[src/rtl/mvfp_pkg.sv]
package mvfp_pkg;

  // Map geometry.
  localparam int MAX_MB_COLUMNS = 128;
  localparam int MAX_MB_ROWS    = 128;
  localparam int NUM_REFERENCES = 3;

  localparam int MAP_DEPTH = NUM_REFERENCES * MAX_MB_ROWS;
  localparam int MAP_AW    = $clog2(MAP_DEPTH);
  localparam int COL_IW    = $clog2(MAX_MB_COLUMNS);
  localparam int ROW_IW    = $clog2(MAX_MB_ROWS);
  localparam int IDX_W     = (COL_IW > ROW_IW) ? COL_IW : ROW_IW;
  localparam int ECOL_W    = $clog2(MAX_MB_COLUMNS + 1);
  localparam int EROW_W    = $clog2(MAX_MB_ROWS + 1);

  // Fixed field widths.
  localparam int GRID_W    = 8;
  localparam int CFG_IW    = 1;
  localparam int OUT_IDX_W = 7;
  localparam int PIX_W     = 15;

  // Configuration register indexes.
  localparam logic [CFG_IW-1:0] REG_GRID_COLUMNS = 1'b0;
  localparam logic [CFG_IW-1:0] REG_GRID_ROWS    = 1'b1;

  // Command codes.
  localparam logic [1:0] CMD_CLEAR  = 2'd0;
  localparam logic [1:0] CMD_RECORD = 2'd1;
  localparam logic [1:0] CMD_QUERY  = 2'd2;

  // Block size codes.
  localparam logic [1:0] BSZ_4 = 2'd0;
  localparam logic [1:0] BSZ_8 = 2'd1;

  // Pixel to macroblock shifts.
  localparam int MB8_SHIFT  = 3;
  localparam int MB16_SHIFT = 4;

  // Controller to datapath commands.
  typedef struct packed {
    logic load_item;
    logic load_origin;
    logic load_bounds;
    logic load_mask;
    logic row_next;
    logic rec_rd;
    logic rec_wr;
    logic q_rd;
    logic load_needed;
    logic sweep_wr;
    logic load_out;
  } mvfp_cmd_t;

  // Datapath to controller status.
  typedef struct packed {
    logic [1:0] command;
    logic       ref_ok;
    logic       row_last;
    logic       sweep_last;
  } mvfp_sts_t;

endpackage

[src/rtl/mvfp_ctrl.sv]
module mvfp_ctrl (
  input  logic               clk,
  input  logic               rst_n,
  input  logic               in_valid,
  output logic               in_ready,
  output logic               out_valid,
  input  logic               out_ready,
  output mvfp_pkg::mvfp_cmd_t cmd,
  input  mvfp_pkg::mvfp_sts_t sts
);

  typedef enum logic [3:0] {
    ST_CLEAR,
    ST_IDLE,
    ST_DISPATCH,
    ST_BOUNDS,
    ST_MASK,
    ST_ROW_RD,
    ST_ROW_WR,
    ST_QCAP,
    ST_DONE
  } state_t;

  state_t state_r, state_nxt;
  logic   out_valid_r, out_valid_nxt;
  logic   from_item_r, from_item_nxt;
  logic   accept;

  assign in_ready  = (state_r == ST_IDLE);
  assign out_valid = out_valid_r;
  assign accept    = in_valid && in_ready;

  // Next state and command decode.
  always_comb begin
    state_nxt     = state_r;
    out_valid_nxt = out_valid_r && !out_ready;
    from_item_nxt = from_item_r;
    cmd           = '0;
    case (state_r)
      ST_CLEAR: begin
        cmd.sweep_wr = 1'b1;
        if (sts.sweep_last) begin
          state_nxt = from_item_r ? ST_DONE : ST_IDLE;
        end
      end
      ST_IDLE: begin
        if (accept) begin
          cmd.load_item = 1'b1;
          from_item_nxt = 1'b1;
          state_nxt     = ST_DISPATCH;
        end
      end
      ST_DISPATCH: begin
        cmd.load_origin = 1'b1;
        case (sts.command)
          mvfp_pkg::CMD_CLEAR:  state_nxt = ST_CLEAR;
          mvfp_pkg::CMD_RECORD: state_nxt = ST_BOUNDS;
          mvfp_pkg::CMD_QUERY: begin
            cmd.q_rd  = 1'b1;
            state_nxt = ST_QCAP;
          end
          default:              state_nxt = ST_DONE;
        endcase
      end
      ST_BOUNDS: begin
        cmd.load_bounds = 1'b1;
        state_nxt       = ST_MASK;
      end
      ST_MASK: begin
        cmd.load_mask = 1'b1;
        state_nxt     = sts.ref_ok ? ST_ROW_RD : ST_DONE;
      end
      ST_ROW_RD: begin
        cmd.rec_rd = 1'b1;
        state_nxt  = ST_ROW_WR;
      end
      ST_ROW_WR: begin
        cmd.rec_wr = 1'b1;
        if (sts.row_last) begin
          state_nxt = ST_DONE;
        end else begin
          cmd.row_next = 1'b1;
          state_nxt    = ST_ROW_RD;
        end
      end
      ST_QCAP: begin
        cmd.load_needed = 1'b1;
        state_nxt       = ST_DONE;
      end
      ST_DONE: begin
        // Load the output register once the previous result has gone.
        if (!out_valid_r || out_ready) begin
          cmd.load_out  = 1'b1;
          out_valid_nxt = 1'b1;
          state_nxt     = ST_IDLE;
        end
      end
      default: state_nxt = ST_IDLE;
    endcase
  end

  // State and registered outputs; reset starts the clearing pass.
  always_ff @(posedge clk) begin
    if (!rst_n) begin
      state_r     <= ST_CLEAR;
      out_valid_r <= 1'b0;
      from_item_r <= 1'b0;
    end else begin
      state_r     <= state_nxt;
      out_valid_r <= out_valid_nxt;
      from_item_r <= from_item_nxt;
    end
  end

`ifndef NO_ASSERTIONS
  a_one_item: assert property (@(posedge clk) disable iff (!rst_n)
    accept |=> !in_ready)
    else $error("second item taken while one is in work");

  a_wr_exclusive: assert property (@(posedge clk) disable iff (!rst_n)
    !(cmd.sweep_wr && (cmd.rec_wr || cmd.rec_rd)))
    else $error("clearing pass overlaps a record access");

  a_done_waits: assert property (@(posedge clk) disable iff (!rst_n)
    (state_r == ST_DONE && out_valid_r && !out_ready) |=> state_r == ST_DONE)
    else $error("result overwrote a pending transfer");
`endif

endmodule

[config.mk]
export PLATFORM = sky130hd
export DESIGN_NAME = mvfp_ctrl
export DESIGN_NICKNAME = d
export VERILOG_FILES = /design/src/rtl/mvfp_pkg.sv /design/src/rtl/mvfp_ctrl.sv
export SDC_FILE = /design/constraint.sdc
export NUM_CORES = 1
export LEC_CHECK = 0
export BUFFER_PORTS_ARGS = -buffer_cell sky130_fd_sc_hd__buf_2
export CAP_MARGIN = 20
export CORE_AREA = 5 5 42 44
export DETAILED_ROUTE_END_ITERATION = 8
export DIE_AREA = 0 0 47 49
export GPL_TIMING_DRIVEN = 0
export PLACE_DENSITY = 0.74
export SLEW_MARGIN = 40
export SYNTH_ARGS = -nofsm -noshare
export SYNTH_HDL_FRONTEND = slang
export SYNTH_SLANG_ARGS = --single-unit
export TNS_END_PERCENT = 50
[constraint.sdc]
create_clock -name clk -period 1.8 [get_ports clk]
set_input_delay 0.36 -clock clk [delete_from_list [all_inputs] [get_ports clk]]
set_output_delay 0.36 -clock clk [all_outputs]
set_load 0.1 [all_outputs]
==> results of run 1 <==
cell type report:
| class | instances | area [um^2] | area share, % |
|---|---|---|---|
| Multi-Input combinational cell | 46 | 425 | 46.4 |
| Timing Repair Buffer | 28 | 256 | 28.0 |
| Sequential cell | 6 | 130 | 14.2 |
| Buffer | 4 | 52.6 | 5.73 |
| Clock buffer | 3 | 22.5 | 2.46 |
| Tap cell | 16 | 20.0 | 2.18 |
| Inverter | 2 | 10.0 | 1.09 |
state kept, by name, summed over array words and instances, names as in the netlist:
name,cells
from_item_r,1
state_r,4
out_valid,1
per-stage QoR:
step,TNS (ps),worst slack (ps),cells,power (mW),hold WS [ps]
floorplan,-3470,-553,58,0.904,445
global placement,-30.8,-30.8,95,1.01,474
finish,-15.7,-14.1,105,1.37,374
detailed placement,-34.1,-28.7,95,1.01,472
CTS,-28.1,-20.4,101,1.32,368
global route,-150,-84.9,105,1.44,380
Yosys cell counts:
library cell  number  area, um^2
nand2_1            3        11.3
buf_6              1        11.3
and3_1             1        6.26
nor3_1             5        25.0
nor2_4             1        11.3
o31ai_1            1        7.51
buf_2              3        15.0
and3b_1            1        8.76
nor4_4             1        21.3
nand2b_1           5        31.3
a21oi_1            1        5.00
o21ai_0            2        10.0
and2_1             4        25.0
nand3b_1           1        7.51
xor2_1             1        8.76
nor2b_1            2        12.5
a21o_1             1        7.51
or4_4              1        11.3
o211ai_1           2        15.0
o311a_1            1        10.0
ha_1               2        25.0
inv_1              2        7.51
o221a_1            1        11.3
dfxtp_1            6         120
o21a_1             2        15.0
nor4b_2            2        30.0
a211o_1            1        8.76
nor2_1             4        15.0
layer usage:
metal,track usage [%],vias to the layer above,wire [um]
met2,22.6,17,743
met1,15.8,250,546
met3,5.17,6,62
li1,-,271,-
met5,0,-,0
met4,9.68,0,78
worst register-to-register path: cells and delay by family, from the launching register on:
kind / cells / cell delay [ps]
buf+inv: 1 / 150
flops: 1 / 330
compound gates: 1 / 240
simple gates: 3 / 640
power groups by stage:
stage / logic (mW) / registers [mW] / clock network, mW
floorplan: 0.697 / 0.206 / 0
global route: 1.08 / 0.209 / 0.151
CTS: 0.979 / 0.201 / 0.138
global placement: 0.806 / 0.200 / 0
finish: 1.03 / 0.205 / 0.135
detailed placement: 0.813 / 0.200 / 0
cells in the final DEF, fill, tap and decap left out, types with 3 or more instances in the layout:
cell,count
buf_2,9
buf_4,8
buf_6,7
clkbuf_4,5
nor3_4,4
nand2b_1,4
buf_12,4
nand2_1,3
nor2_1,3
kinds of logic after synthesis:
kind of cell	count (synthesis)	synth area share, %
DFF	6	24.3
buffers and inverters	6	6.83
AOI/OAI and AO/OA	12	18.2
adders and majority gates	2	5.06
and+or+nand+nor	31	43.8
xor gates and xnor gates	1	1.77
worst min path at each step:
| stage | slack [ps] | from | endpoint | cells past startpoint |
|---|---|---|---|---|
| 6_report | 370 | rst_n | from_item_r$_SDFFE_PN0P_ | 2 |
| 5_1_grt | 380 | rst_n | out_valid$_SDFF_PN0_ | 2 |
| 4_1_cts | 370 | rst_n | from_item_r$_SDFFE_PN0P_ | 2 |
| 3_5_place_dp | 470 | from_item_r$_SDFFE_PN0P_ | from_item_r$_SDFFE_PN0P_ | 1 |
| 3_3_place_gp | 470 | from_item_r$_SDFFE_PN0P_ | from_item_r$_SDFFE_PN0P_ | 1 |
| 2_1_floorplan | 440 | from_item_r$_SDFFE_PN0P_ | from_item_r$_SDFFE_PN0P_ | 1 |
what timing repair did:
| item | CTS | global route |
|---|---|---|
| hold buffers | 0 | 0 |
| gates resized for setup | 26 | 13 |
| endpoints found under the setup margin | 12 | 12 |
| pin swaps | 1 | 5 |
| setup buffers | 3 | 4 |
==> impl_metrics.ini, run 1 <==
[clocking]
cts_root_buf = clkbuf_4
cts_tree = yes
cts_buffers = 3
clk_pin_slew_ps = 50
clock_path_buffers = 2
cts_sinks = 6
insertion_delay_ps = 260
htree_levels = 1

[placed_design]
gp_congestion = 0.761
placed_cell_area_um2 = 712
portBuffers = 21
dp_hpwl_um = 962

[power_and_ir_drop]
seqPwrFrac_pct = 15.0
p_switching_mw = 0.736
netSwitchingFraction_pct = 53.9
max-vdd-ir-drop_v = 0.000764
power_density_nw_per_um2 = 1490
comb_power_share_pct = 75.1
p_leak_nw = 0.399
internal-power_mw = 0.629
clkPwrFrac_pct = 9.9

[routing]
drt_wl_total_um = 1430
drc = 0
num_vias = 544
routedWlPerCell_um = 13.6
dr.pass1.iters = 4
initialDrtViolationCount = 5
detail-route-antenna-nets = 0
viasPerCell = 5.18

[critical_path]
cp.required_ps = 1440
max_stage_delay_ps = 470
crit_end = cmd[1]
crit_path_start = state_r[3]$_SDFFE_PN0P_
critical_path_class = flip-flop to primary output
r2r-end = state_r[3]$_SDFFE_PN0P_
cp.depth = 4
crit_slowest_cell = or4_4
cp_top_family = simple AND/OR/NAND/NOR gates
path_buf_inv = 3
cp-start-kind = flip-flop
rr_worst_depth = 5
worst_ep_arrival_time_ps = 1450
critPathCaptureType = primary output
worstPathMaxFanout = 10
worstReg2RegStart = state_r[3]$_SDFFE_PN0P_
cp_cell_sequence = buf_6 > or4_4 > inv_4 > buf_12
rrSetupSlack_ps = 320

[sta]
worst_slew_pin_slew_ps = 485
hold_viol_final = 0
finClkSkew_ps = 2.40
rsz0062_at_grt = true
setup_viol = 2
period_minus_slack_ps = 1810
relSlewSlack_pct = 67.9
maxSlewViolCount = 0
layout_setup_ws_ps = -14.1
max_freq_mhz = 551
post-route-period-util_pct = 101

[floorplan]
ios = 22
die_w_um = 47
die_h_um = 49
core_area_um2 = 1400
die_area_um2 = 2300
row_count = 14
start_util_pct = 35.3

[global_route]
grt_overflow = 0
grt_max_degree = 11
gr-usage-all-layers_pct = 14.6
grt_pass1_wl_um = 2350
grt_antenna_before_repair = 0
grt_pass1_vias = 529

[flow_run]
cap_violations = 0

[logic_synthesis]
ys_ff_latch = 6
syn_area_per_cell_um2 = 8.52
syn_nets = 69
yosysWarnings = 0
ys_seq_area_share_pct = 24.3
netlist_area_um2 = 494
synth_cells = 58
synth.distinct_cells = 28

[status]
violations = negative setup slack
status = finished, violations left

[cells_and_area]
diodes = 0
final_area_um2 = 917
fill_cells = 122
drive_gt1_share_pct = 60.7
layout.nets = 102
post-route-util_pct = 65.4
syn_to_final_growth_pct = 85.6

[min_path]
min_path_type = input port to flip-flop
No activity file was read; power rests on OpenSTA's default activity.
==> inputs of run 2 (changes only) <==
PLACE_DENSITY = 0.69   (was 0.74)
==> run 2 against run 1 <==
Sequential power increased by 2%. Wire length decreased by 5.9%. The flow now finishes without violations. Clock skew increased by 2.7 ps. First-iteration DRC count increased by 100%. Critical path type unchanged.
==> impl_metrics.ini, run 2 (synthesized netlist as in run 1, its figures left out) <==
[critical_path]
worstReg2RegStart = state_r[3]$_SDFFE_PN0P_
cp.required_ps = 1440
critical_path_class = flip-flop to primary output
worst_ep_arrival_time_ps = 1430
cp-start-kind = flip-flop
worstPathMaxFanout = 9
rrSetupSlack_ps = 240
crit_path_start = state_r[0]$_SDFFE_PN0P_
critPathCaptureType = primary output

[placed_design]
placed_cells = 95
portBuffers = 21
post-place-ws_ps = -46.4
gp_congestion = 0.864
dp_hpwl_um = 954

[sta]
max_freq_mhz = 559
worst_slew_pin_slew_ps = 490
relSlewSlack_pct = 67.6
setup_viol = 0
rsz0062_at_grt = true
fin_hold_ws_ps = 386
finClkSkew_ps = 5.12
hold_viol_final = 0
period_minus_slack_ps = 1790
maxSlewViolCount = 0
layout_setup_ws_ps = 10.4
post-route-period-util_pct = 99.4

[routing]
dr.pass1.iters = 4
drc = 0
routedWlPerCell_um = 12.8
num_vias = 540
detail-route-antenna-nets = 0
drt_wl_total_um = 1350
initialDrtViolationCount = 10
viasPerCell = 5.14

[clocking]
cts_tree = yes
cts_buffers = 3
insertion_delay_ps = 250
clock_path_buffers = 2
cts.hold.buffers_added = 0
clk_pin_slew_ps = 50
cts_root_buf = clkbuf_4
cts_sinks = 6
htree_levels = 1

[power_and_ir_drop]
p_leak_nw = 0.396
max-vdd-ir-drop_v = 0.000960
netSwitchingFraction_pct = 52.6
seqPwrFrac_pct = 15.1
clkPwrFrac_pct = 9.2
comb_power_share_pct = 75.7
p_switching_mw = 0.731
internal-power_mw = 0.660
power_mw = 1.39
power_density_nw_per_um2 = 1540

[global_route]
grt_max_degree = 11
grt_overflow = 0
grt_antenna_before_repair = 0
grt_pass1_wl_um = 2240
grt_pass1_vias = 512
gr-usage-all-layers_pct = 12.8

[status]
status = finished, final reports clean

[floorplan]
die_h_um = 49
row_count = 14
die_area_um2 = 2300
ios = 22
core_area_um2 = 1400
start_util_pct = 35.3
die_w_um = 47

[cells_and_area]
syn_to_final_growth_pct = 83.3
final_cell_mix = buf_4 (10), buf_2 (9), buf_6 (6), buf_12 (5), clkbuf_4 (5)
layout.nets = 102
diodes = 0
regMostFlops = state_r
drive_gt1_share_pct = 60.7
fill_cells = 114
final-instance-count-excl-fill = 105
final_common_cell = buf_4
post-route-util_pct = 64.6
seqCellArea_um2 = 128
largest_reg_flops = 4
multi_input_area_um2 = 425

[flow_run]
cap_violations = 0

[min_path]
worstHoldStart = rst_n
min_path_type = input port to flip-flop
[run 2: cell count changes in the layout (fill, tap and decap cells not counted)]
cell,change
buf_4,+2
buf_12,+1
buf_6,-1
buf_8,-2
inv_4,-1
dfxtp_2,+1
dfxtp_4,-1
inv_2,+1
[run 2: what timing repair did]
action                                 in CTS  in global routing
gates resized for setup                    28                  7
setup buffers                               1                  6
endpoints found under the hold margin       0                  0
pin swaps                                   2                  4
setup endpoints to repair                  11                 11
[run 2: power by group through the flow]
stage,Combinational [mW],Sequential (mW),Clock [mW]
floorplan,0.697,0.206,0
global placement,0.808,0.199,0
detailed placement,0.810,0.201,0
CTS,0.960,0.210,0.131
global route,1.10,0.216,0.141
finish,1.05,0.210,0.129
[run 2: through the flow]
step                      cell area [um^2]  setup TNS (ps)
after global routing                   906           -70.2
after global placement                 712           -40.8
final                                  906               0
after floorplan                        587           -3470
after detailed placement               712           -50.7
after CTS                              836           -35.4
[run 2: final cells by class]
cell class / count / area share [%]
multi-input cells: 46 / 47.0
repair buffers: 28 / 27.5
flip-flops and latches: 6 / 14.1
plain buffers: 4 / 5.94
clock buffers: 3 / 2.49
well taps: 16 / 2.21
inverters: 2 / 0.829
[run 2: routing by layer]
layer / routed length, um / global-route usage [%] / up-vias
li1: - / - / 272
met1: 512 / 16.2 / 250
met2: 722 / 19.7 / 16
met3: 98 / 5.54 / 2
met4: 14 / 2.76 / 0
met5: 0 / 0 / -
[run 2: worst paths after layout]
| kind | to | depth (start not counted) |
|---|---|---|
| hold reg to reg | from_item_r$_SDFFE_PN0P_ | 1 |
| setup / recovery | cmd[0] | 4 |
| setup reg to reg | state_r[3]$_SDFFE_PN0P_ | 6 |
| hold / removal | out_valid$_SDFF_PN0_ | 2 |
[run 2: worst max-delay path, stage by stage, from the launching register on]
cell	delay [ps]
dfxtp_4	360
buf_12	140
nor4b_4	300
nor2b_4	210
buf_12	180
